<file path="src/sv/cpr_pkg.sv">
// package: widths and cell control type for the clock page replacement block
`timescale 1ns / 1ps

package cpr_pkg;

   // fixed field widths of the request and response beats
   localparam int PAGE_W  = 16;
   localparam int INDEX_W = 2;

   // per-cell control, driven by the sequencer in the top level
   typedef struct packed {
      logic shift;     // take the neighbor's contents
      logic load;      // write the requested page, mark valid
      logic set_ref;   // set the reference bit
      logic clr_ref;   // clear the reference bit
   } cell_ctl_type;

endpackage

</file>
<file path="src/sv/cpr_if.sv">
// interfaces: request and response channels with valid/ready handshake
`timescale 1ns / 1ps

interface cpr_req_if import cpr_pkg::*; ();
   logic              valid;
   logic              ready;
   logic [PAGE_W-1:0] page_number;

   modport source (output valid, output page_number, input ready);
   modport sink   (input valid, input page_number, output ready);
endinterface

interface cpr_rsp_if import cpr_pkg::*; ();
   logic               valid;
   logic               ready;
   logic               hit;
   logic [INDEX_W-1:0] frame_index;
   logic               evicted_valid;
   logic [PAGE_W-1:0]  evicted_page;

   modport source (output valid, output hit, output frame_index, output evicted_valid,
                   output evicted_page, input ready);
   modport sink   (input valid, input hit, input frame_index, input evicted_valid,
                   input evicted_page, output ready);
endinterface

</file>
<file path="src/sv/cpr_cell.sv">
// one frame cell of the rotating ring: page, valid mark and reference bit
`timescale 1ns / 1ps

module cpr_cell
   import cpr_pkg::*;
#(
   parameter int PAGE_BITS = 16
) (
   input  logic                 clock,
   input  logic                 reset,
   input  cell_ctl_type         ctl,
   input  logic [PAGE_BITS-1:0] req_page,
   input  logic [PAGE_BITS-1:0] nbr_page,
   input  logic                 nbr_valid,
   input  logic                 nbr_ref,
   output logic [PAGE_BITS-1:0] out_page,
   output logic                 out_valid,
   output logic                 out_ref,
   output logic [PAGE_BITS-1:0] held_page,
   output logic                 held_valid,
   output logic                 held_ref,
   output logic                 match
);

   logic [PAGE_BITS-1:0] page_ff, page_in;
   logic                 valid_ff, valid_in;
   logic                 ref_ff, ref_in;

   // contents after this cycle's local update, also handed to the neighbor
   always_comb begin
      out_page  = ctl.load ? req_page : page_ff;
      out_valid = valid_ff | ctl.load;
      if (ctl.set_ref) begin
         out_ref = 1'b1;
      end else if (ctl.clr_ref) begin
         out_ref = 1'b0;
      end else begin
         out_ref = ref_ff;
      end
   end

   // stored contents before any update this cycle
   assign held_page  = page_ff;
   assign held_valid = valid_ff;
   assign held_ref   = ref_ff;

   // rotate or keep
   always_comb begin
      page_in  = ctl.shift ? nbr_page  : out_page;
      valid_in = ctl.shift ? nbr_valid : out_valid;
      ref_in   = ctl.shift ? nbr_ref   : out_ref;
   end

   // resident compare against the request
   assign match = valid_ff && (page_ff == req_page);

   always_ff @(posedge clock) begin
      if (reset) begin
         valid_ff <= 1'b0;
         ref_ff   <= 1'b1;
      end else begin
         valid_ff <= valid_in;
         ref_ff   <= ref_in;
      end
   end

   always_ff @(posedge clock) begin
      page_ff <= page_in;
   end

endmodule

</file>
<file path="src/sv/clock_page_replacement_top.sv">
// Clock (second chance) page replacement over a rotating ring of frame cells.
// Hit: the page is registered, matched in every cell, and the response registered.
// Miss: the hand sweeps, one ring rotation per cycle, clearing each set reference bit it
// passes (at most FRAMES), then loads the frame at the hand when the response slot is free.
// One request in flight at a time; a response not yet taken holds the sequencer.
// Reset: all frames invalid, reference bits set, hand at frame 0, no response held.
`timescale 1ns / 1ps

module clock_page_replacement_top
   import cpr_pkg::*;
#(
   parameter int FRAMES    = 4,
   parameter int PAGE_BITS = 16
) (
   input  logic    clock,
   input  logic    reset,
   cpr_req_if.sink   req_bus,
   cpr_rsp_if.source rsp_bus
);

   localparam int IDX_W = $clog2(FRAMES);

   localparam logic [1:0] ST_IDLE  = 2'd0;
   localparam logic [1:0] ST_MATCH = 2'd1;
   localparam logic [1:0] ST_SCAN  = 2'd2;

   logic [1:0]           state_ff, state_in;
   logic [PAGE_BITS-1:0] page_ff, page_in;
   // physical frame index currently sitting in cell 0 (the hand)
   logic [IDX_W-1:0]     hand_ff, hand_in;

   logic               rsp_valid_ff, rsp_valid_in;
   logic               hit_ff, hit_in;
   logic [INDEX_W-1:0] index_ff, index_in;
   logic               ev_valid_ff, ev_valid_in;
   logic [PAGE_W-1:0]  ev_page_ff, ev_page_in;

   cell_ctl_type         ctl [FRAMES];
   logic [PAGE_BITS-1:0] cell_page [FRAMES];
   logic                 cell_valid [FRAMES];
   logic                 cell_ref [FRAMES];
   logic                 cell_match [FRAMES];
   logic [PAGE_BITS-1:0] held_page [FRAMES];
   logic                 held_valid [FRAMES];
   logic                 held_ref [FRAMES];

   logic                 cell_ref_head;
   logic                 cell_valid_head;
   logic [PAGE_BITS-1:0] cell_page_head;

   logic             accept, slot_free, any_hit, do_hit, do_load, do_clr;
   logic [IDX_W-1:0] hit_pos, hand_next;
   logic [IDX_W:0]   hit_sum, hit_phys;

   // ring of cells, each fed by its right-hand neighbor
   for (genvar gi = 0; gi < FRAMES; gi++) begin : g_cell
      cpr_cell #(.PAGE_BITS(PAGE_BITS)) u_cell (
         .clock      (clock),
         .reset      (reset),
         .ctl        (ctl[gi]),
         .req_page   (page_ff),
         .nbr_page   (cell_page[(gi + 1) % FRAMES]),
         .nbr_valid  (cell_valid[(gi + 1) % FRAMES]),
         .nbr_ref    (cell_ref[(gi + 1) % FRAMES]),
         .out_page   (cell_page[gi]),
         .out_valid  (cell_valid[gi]),
         .out_ref    (cell_ref[gi]),
         .held_page  (held_page[gi]),
         .held_valid (held_valid[gi]),
         .held_ref   (held_ref[gi]),
         .match      (cell_match[gi])
      );
   end

   // stored contents of the cell at the hand
   assign cell_ref_head   = held_ref[0];
   assign cell_valid_head = held_valid[0];
   assign cell_page_head  = held_page[0];

   assign accept         = req_bus.valid && req_bus.ready;
   assign req_bus.ready  = (state_ff == ST_IDLE);
   assign slot_free      = !rsp_valid_ff || rsp_bus.ready;

   // hit detect and position encode (a page is resident at most once)
   always_comb begin
      any_hit = 1'b0;
      hit_pos = '0;
      for (int i = 0; i < FRAMES; i++) begin
         if (cell_match[i]) begin
            any_hit = 1'b1;
            hit_pos = hit_pos | IDX_W'(i);
         end
      end
   end

   // cell position to physical frame index
   always_comb begin
      hit_sum  = {1'b0, hand_ff} + {1'b0, hit_pos};
      hit_phys = (hit_sum >= (IDX_W + 1)'(FRAMES)) ? hit_sum - (IDX_W + 1)'(FRAMES) : hit_sum;
   end

   assign hand_next = (hand_ff == IDX_W'(FRAMES - 1)) ? '0 : hand_ff + 1'b1;

   // sequencer decisions
   always_comb begin
      do_hit  = (state_ff == ST_MATCH) && any_hit && slot_free;
      do_clr  = (state_ff == ST_SCAN) && cell_ref_head;
      do_load = (state_ff == ST_SCAN) && !cell_ref_head && slot_free;
   end

   // cell control
   always_comb begin
      for (int i = 0; i < FRAMES; i++) begin
         ctl[i].shift   = do_clr || do_load;
         ctl[i].load    = (i == 0) && do_load;
         ctl[i].clr_ref = (i == 0) && do_clr;
         ctl[i].set_ref = ((i == 0) && do_load) || (do_hit && cell_match[i]);
      end
   end

   // next state, hand and response
   always_comb begin
      state_in     = state_ff;
      page_in      = page_ff;
      hand_in      = hand_ff;
      rsp_valid_in = rsp_valid_ff && !rsp_bus.ready;
      hit_in       = hit_ff;
      index_in     = index_ff;
      ev_valid_in  = ev_valid_ff;
      ev_page_in   = ev_page_ff;
      unique case (state_ff)
         ST_IDLE: begin
            if (accept) begin
               page_in  = PAGE_BITS'(req_bus.page_number);
               state_in = ST_MATCH;
            end
         end
         ST_MATCH: begin
            if (!any_hit) begin
               state_in = ST_SCAN;
            end else if (do_hit) begin
               rsp_valid_in = 1'b1;
               hit_in       = 1'b1;
               index_in     = INDEX_W'(hit_phys);
               ev_valid_in  = 1'b0;
               ev_page_in   = '0;
               state_in     = ST_IDLE;
            end
         end
         ST_SCAN: begin
            if (do_clr) begin
               hand_in = hand_next;
            end else if (do_load) begin
               rsp_valid_in = 1'b1;
               hit_in       = 1'b0;
               index_in     = INDEX_W'(hand_ff);
               ev_valid_in  = cell_valid_head;
               ev_page_in   = cell_valid_head ? PAGE_W'(cell_page_head) : '0;
               hand_in      = hand_next;
               state_in     = ST_IDLE;
            end
         end
         default: begin
            state_in = ST_IDLE;
         end
      endcase
   end

   assign rsp_bus.valid         = rsp_valid_ff;
   assign rsp_bus.hit           = hit_ff;
   assign rsp_bus.frame_index   = index_ff;
   assign rsp_bus.evicted_valid = ev_valid_ff;
   assign rsp_bus.evicted_page  = ev_page_ff;

   always_ff @(posedge clock) begin
      if (reset) begin
         state_ff     <= ST_IDLE;
         hand_ff      <= '0;
         rsp_valid_ff <= 1'b0;
      end else begin
         state_ff     <= state_in;
         hand_ff      <= hand_in;
         rsp_valid_ff <= rsp_valid_in;
      end
   end

   always_ff @(posedge clock) begin
      page_ff     <= page_in;
      hit_ff      <= hit_in;
      index_ff    <= index_in;
      ev_valid_ff <= ev_valid_in;
      ev_page_ff  <= ev_page_in;
   end

endmodule

</file>
<file path="src/flat_wrapper.sv">
// flat-port wrapper written by rule: the top's interface ports become plain ports
module clock_page_replacement_top_flat import cpr_pkg::*;
#(
   parameter int FRAMES    = 4,
   parameter int PAGE_BITS = 16
)
  (clock, reset, req_bus_valid, req_bus_page_number, req_bus_ready, rsp_bus_valid, rsp_bus_hit, rsp_bus_frame_index, rsp_bus_evicted_valid, rsp_bus_evicted_page, rsp_bus_ready);
  cpr_req_if req_bus_i ();
  cpr_rsp_if rsp_bus_i ();
  input  logic clock;
  input  logic reset;
  input wire logic [$bits(req_bus_i.valid)-1:0] req_bus_valid;
  input wire logic [$bits(req_bus_i.page_number)-1:0] req_bus_page_number;
  output wire logic [$bits(req_bus_i.ready)-1:0] req_bus_ready;
  output wire logic [$bits(rsp_bus_i.valid)-1:0] rsp_bus_valid;
  output wire logic [$bits(rsp_bus_i.hit)-1:0] rsp_bus_hit;
  output wire logic [$bits(rsp_bus_i.frame_index)-1:0] rsp_bus_frame_index;
  output wire logic [$bits(rsp_bus_i.evicted_valid)-1:0] rsp_bus_evicted_valid;
  output wire logic [$bits(rsp_bus_i.evicted_page)-1:0] rsp_bus_evicted_page;
  input wire logic [$bits(rsp_bus_i.ready)-1:0] rsp_bus_ready;
  assign req_bus_i.valid = req_bus_valid;
  assign req_bus_i.page_number = req_bus_page_number;
  assign req_bus_ready = req_bus_i.ready;
  assign rsp_bus_valid = rsp_bus_i.valid;
  assign rsp_bus_hit = rsp_bus_i.hit;
  assign rsp_bus_frame_index = rsp_bus_i.frame_index;
  assign rsp_bus_evicted_valid = rsp_bus_i.evicted_valid;
  assign rsp_bus_evicted_page = rsp_bus_i.evicted_page;
  assign rsp_bus_i.ready = rsp_bus_ready;
  clock_page_replacement_top #(.FRAMES(FRAMES), .PAGE_BITS(PAGE_BITS)) u_core (.clock(clock), .reset(reset), .req_bus(req_bus_i), .rsp_bus(rsp_bus_i));
endmodule
</file>
<file path="config.mk">
export PLATFORM = sky130hd
export DESIGN_NAME = clock_page_replacement_top_flat
export DESIGN_NICKNAME = d
export VERILOG_FILES = /design/src/sv/cpr_pkg.sv /design/src/sv/cpr_if.sv /design/src/sv/cpr_cell.sv /design/src/sv/clock_page_replacement_top.sv /design/src/flat_wrapper.sv
export SDC_FILE = /design/constraint.sdc
export NUM_CORES = 1
export LEC_CHECK = 0
export ABC_CLOCK_PERIOD_IN_PS = 3100
export BUFFER_PORTS_ARGS = -buffer_cell sky130_fd_sc_hd__buf_2
export CAP_MARGIN = 20
export CELL_PAD_IN_SITES_DETAIL_PLACEMENT = 1
export CELL_PAD_IN_SITES_GLOBAL_PLACEMENT = 1
export CORE_MARGIN = 2
export CORE_UTILIZATION = 40
export CTS_BUF_LIST = sky130_fd_sc_hd__clkbuf_4 sky130_fd_sc_hd__clkbuf_8 sky130_fd_sc_hd__clkbuf_16
export CTS_CLUSTER_DIAMETER = 60
export DETAILED_ROUTE_END_ITERATION = 16
export GPL_TIMING_DRIVEN = 1
export PLACE_DENSITY = 0.73
export SETUP_SLACK_MARGIN = 0.05
export SLEW_MARGIN = 25
export SYNTH_ARGS = -nofsm -noshare
export SYNTH_HDL_FRONTEND = slang
export SYNTH_SLANG_ARGS = --single-unit
</file>
<file path="constraint.sdc">
create_clock -name clock -period 3.1 [get_ports clock]
set_clock_uncertainty 0.2 [all_clocks]
set_input_delay 0.465 -clock clock [delete_from_list [all_inputs] [get_ports clock]]
set_output_delay 0.465 -clock clock [all_outputs]
set_load 0.03 [all_outputs]
</file>
==> PnR_summary.wiki <==
{| class="wikitable"
! Metric !! Value
|-
| Post-CTS sizing || 0
|-
| Largest net degree at the start of global routing || 73
|-
| Area occupied by multi-input gates || 0.001867 mm2
|-
| Critical path class || reg2reg
|-
| Hold wc startpoint || req_bus_page_number[5]
|-
| Lkg Pwr || 0.002259 uW
|-
| Parity-gate share of the synthesized area counting xor and xnor cells || 0.1130
|-
| Count of endpoints failing hold in the final timing report || 0
|-
| Number of nets with antenna violations after routing || 0
|-
| Overflow left after global routing || 0
|-
| Arithmetic-cell share of the synthesized area counting full adders, half adders and majority gates || 0.01229
|-
| Arrival time at the worst endpoint || 2880 ps
|-
| Maximum clock frequency || 342.1 MHz
|-
| Largest stage delay on the critical path || 560 ps
|-
| Floorplan die area || 0.01365 mm2
|-
| Total Routed Length || 12.96 mm
|-
| CP cell instances || xor2_1, or4_4, nor4_4, and3_4, or2_1, ha_2, nand3_1, nor3_1, nor4_2
|-
| Clock tree from TritonCTS || done
|-
| Portion of the clock cycle consumed by the worst path in the final layout || 0.9430
|-
| Final setup viols || 0
|-
| Area growth syn-to-layout || 20.42%
|-
| Number of distinct library cells after synthesis || 47
|-
| Post-place setup slack || 79.82 ps
|-
| Number of instances in the synthesized netlist || 415
|-
| Inserted Clock Buffers || 17
|-
| Initial DRT Pass Iterations || 4
|-
| Top-level I/O count || 42
|-
| Normalized max-slew margin || 0.5806
|-
| Storage element area || 0.003103 mm2
|-
| NumNets Final || 484
|-
| DRC Markers || 0
|-
| Synthesized area per cell || 12.27 um2
|-
| Pwr per Cell Area || 792.6 mW/mm2
|-
| GR Layer Usage met2 || 0.3387
|-
| Number of buffers and inverters on the critical path || 0
|-
| Number of maximum-capacitance violations || 0
|-
| Proportion of synthesized chip area in sequential cells || 0.6095
|-
| Mapped Area || 0.005091 mm2
|-
| Total Power Consumption || 4859 uW
|-
| Cell taking the most area after synthesis || sky130_fd_sc_hd__edfxtp_1
|-
| CP top delay family || simple AND/OR/NAND/NOR gates
|-
| Kind of path behind the tightest hold check || in2reg
|-
| WL/cell || 20.13 um
|-
| Yosys top cell area share || 0.4955
|-
| Post-CTS setup buffers || 0
|-
| Post-layout minimum cycle time || 2923 ps
|-
| Synth area leaders || sky130_fd_sc_hd__edfxtp_1 (50%), sky130_fd_sc_hd__dfxtp_1 (11%), sky130_fd_sc_hd__xnor2_1 (7.6%), sky130_fd_sc_hd__nor2_1 (4.5%), sky130_fd_sc_hd__mux2_2 (3.8%)
|-
| DP Wirelength || 8.683 mm
|-
| Initial antenna violation count || 0
|-
| Master cell of the clock root buffer || sky130_fd_sc_hd__clkbuf_16
|-
| GRT Overall Usage || 0.2053
|-
| Standard-cell row count || 41
|-
| Vias in the first global route || 3639
|-
| WP data required || 3060 ps
|-
| Net count of the mapped netlist || 440
|-
| Hold-fix buffer count after cts || 0
|-
| Result of the run || complete, no violations
|-
| RSZ-0062 raised after global routing || no
|-
| Highest ir drop seen on vdd || 0.0003659 V
|-
| Clock transition at the register clock pins on the worst setup and hold paths after CTS || 60 ps
|-
| Wire length of the first global-routing pass || 20.18 mm
|-
| Share of cells above drive strength 1 || 0.2394
|-
| Post-layout worst setup margin || 176.6 ps
|-
| Core region area || 0.01252 mm2
|-
| Number of DRC markers after the initial detailed-route iteration || 307
|-
| Post-Route Setup TNS || 0 ps
|-
| Number of H-tree branching levels || 4
|-
| Clock tree buffer depth || 2
|-
| Die boundary width || 116.8 um
|-
| Synthesis-stage register bit count || 113
|-
| Crit path launch || u_core.page_ff[3]
|-
| Category of the worst setup path launch point || flop
|-
| Final number of max-transition violations || 0
|-
| Actual transition at the worst max-transition pin || 623.9 ps
|-
| Area share of and/or/nand/nor cells after synthesis || 0.1534
|-
| Reg2reg start || u_core.page_ff[3]
|-
| Final RePlAce weighted congestion || 0.8454
|-
| Met1 demand-to-capacity share in global routing || 0.2592
|-
| Detailed-route vias per instance || 5.264
|-
| Slowest stage cell, crit path || sky130_fd_sc_hd__or4_4
|-
| Utilization after layout || 0.4898
|-
| Number of I/O port buffers || 41
|-
| Die H || 116.8 um
|-
| Worst hold margin || 17.75 ps
|-
| Combinational family with the most area after synthesis || simple AND/OR/NAND/NOR gates
|-
| Number of fill cells in the layout || 1340
|-
| Critical Path Sink Type || flop
|-
| Global routing met3 resource utilization || 0.04480
|-
| Multiplexer fraction of the synthesized cell area || 0.03957
|-
| Share of the synthesized area in compound gates (AO/OA/AOI/OAI) || 0.04325
|-
| Clock latency on the worst-skew pair || 420 ps
|-
| Synthesis warning total || 0
|-
| Number of vias in the routed layout || 3390
|-
| Starting density of the core || 0.4067
|-
| Maximum net fanout on the critical path || 5
|-
| GRT Max-Usage Layer || met2
|-
| Number of inserted diodes || 0
|-
| # clock sinks || 113
|}
-- worst paths after layout --
kind / slack [ps] / to / cells past startpoint
setup reg to reg: 180 / u_core.rsp_bus.frame_index[1] / 9
setup / recovery: 180 / u_core.rsp_bus.frame_index[1] / 9
hold reg to reg: 280 / u_core.g_cell[1].u_cell.held_page[0] / 0
hold / removal: 20 / u_core.page_ff[5] / 1
-- cell families after synthesis --
logic type,Yosys count
DFF,113
and+or+nand+nor,150
buffers and inverters,32
adders and majority gates,5
xor gates and xnor gates,64
muxes,18
AOI/OAI and AO/OA,33
-- cell type report --
| cell class | instances | area share |
|---|---|---|
| tap | 172 | 0.03510 |
| inverter | 6 | 0.003673 |
| multi-input combinational | 270 | 0.3045 |
| clock buffer | 18 | 0.07163 |
| timing repair buffer | 51 | 0.04980 |
| sequential | 113 | 0.5061 |
| clock inverter | 14 | 0.02918 |
-- worst register-to-register path, stage by stage, from the launching register on --
cell                       delay (ps)
sky130_fd_sc_hd__edfxtp_1         490
sky130_fd_sc_hd__xor2_1           220
sky130_fd_sc_hd__or4_4            560
sky130_fd_sc_hd__nor4_4           260
sky130_fd_sc_hd__and3_4           240
sky130_fd_sc_hd__or2_1            110
sky130_fd_sc_hd__ha_2             200
sky130_fd_sc_hd__nand3_1           80
sky130_fd_sc_hd__nor3_1           220
sky130_fd_sc_hd__nor4_2            80
-- sequential cells by signal, summed over array words and instances, names as in the netlist --
signal	count
u_core.rsp_bus.evicted_valid	1
u_core.rsp_bus.valid	1
u_core.rsp_bus.hit	1
u_core.g_cell.u_cell.held_page	64
u_core.state_ff	2
u_core.hand_ff	2
u_core.g_cell.u_cell.held_valid	4
u_core.page_ff	16
u_core.rsp_bus.frame_index	2
u_core.rsp_bus.evicted_page	16
u_core.g_cell.u_cell.held_ref	4
-- report_power, final --
part	switching [uW]	leakage, uW	internal (uW)
Sequential	195	0.00102	1870
Clock	743	0.000294	1290
Combinational	446	0.000948	308
-- per-stage QoR --
stage / cells / instance area [um2]
finish: 644 / 6131
global route: 644 / 6131
CTS: 644 / 6105
detailed placement: 612 / 5487
global placement: 612 / 5487
floorplan: 415 / 5091
-- per-layer routing --
layer | wire, um | part of all wire
met5 | 0 | 0
met4 | 351 | 0.027
met3 | 419 | 0.032
met2 | 6395 | 0.49
met1 | 5796 | 0.45
-- Yosys cell counts, drive strengths merged --
master,count
mux2,17
dfxtp,29
o41ai,1
nor3b,2
nand4,13
or2,2
clkbuf,16
xnor2,45
nor2,61
a211oi,6
dlygate4sd1,1
and2,3
nor2b,2
edfxtp,84
or3,2
mux2i,1
buf,9
and3,18
a21oi,11
nor4,10
nand2,14
nand3,8
inv,6
nor3,6
o22a,2
and4,2
xor2,19
o21ai,5
ha,5
a22oi,1
a32oi,1
nor4b,1
o21bai,4
o211a,1
and4b,1
or4,2
nand2b,3
a211o,1
-- placed cells by master (no fill, tap or decap), types with 11 or more instances in the layout --
cell type / synthesis / layout
sky130_fd_sc_hd__edfxtp_1: 84 / 84
sky130_fd_sc_hd__nor2_1: 61 / 61
sky130_fd_sc_hd__xnor2_1: 44 / 44
sky130_fd_sc_hd__buf_2: 6 / 41
sky130_fd_sc_hd__dfxtp_1: 29 / 29
sky130_fd_sc_hd__xor2_1: 18 / 18
sky130_fd_sc_hd__mux2_2: 17 / 17
sky130_fd_sc_hd__and3_1: 18 / 17
sky130_fd_sc_hd__clkbuf_16: 0 / 17
sky130_fd_sc_hd__nand2_1: 14 / 14
sky130_fd_sc_hd__nand4_1: 13 / 13
sky130_fd_sc_hd__a21oi_1: 11 / 11
Note: power is estimated with default switching activity, not from simulation.
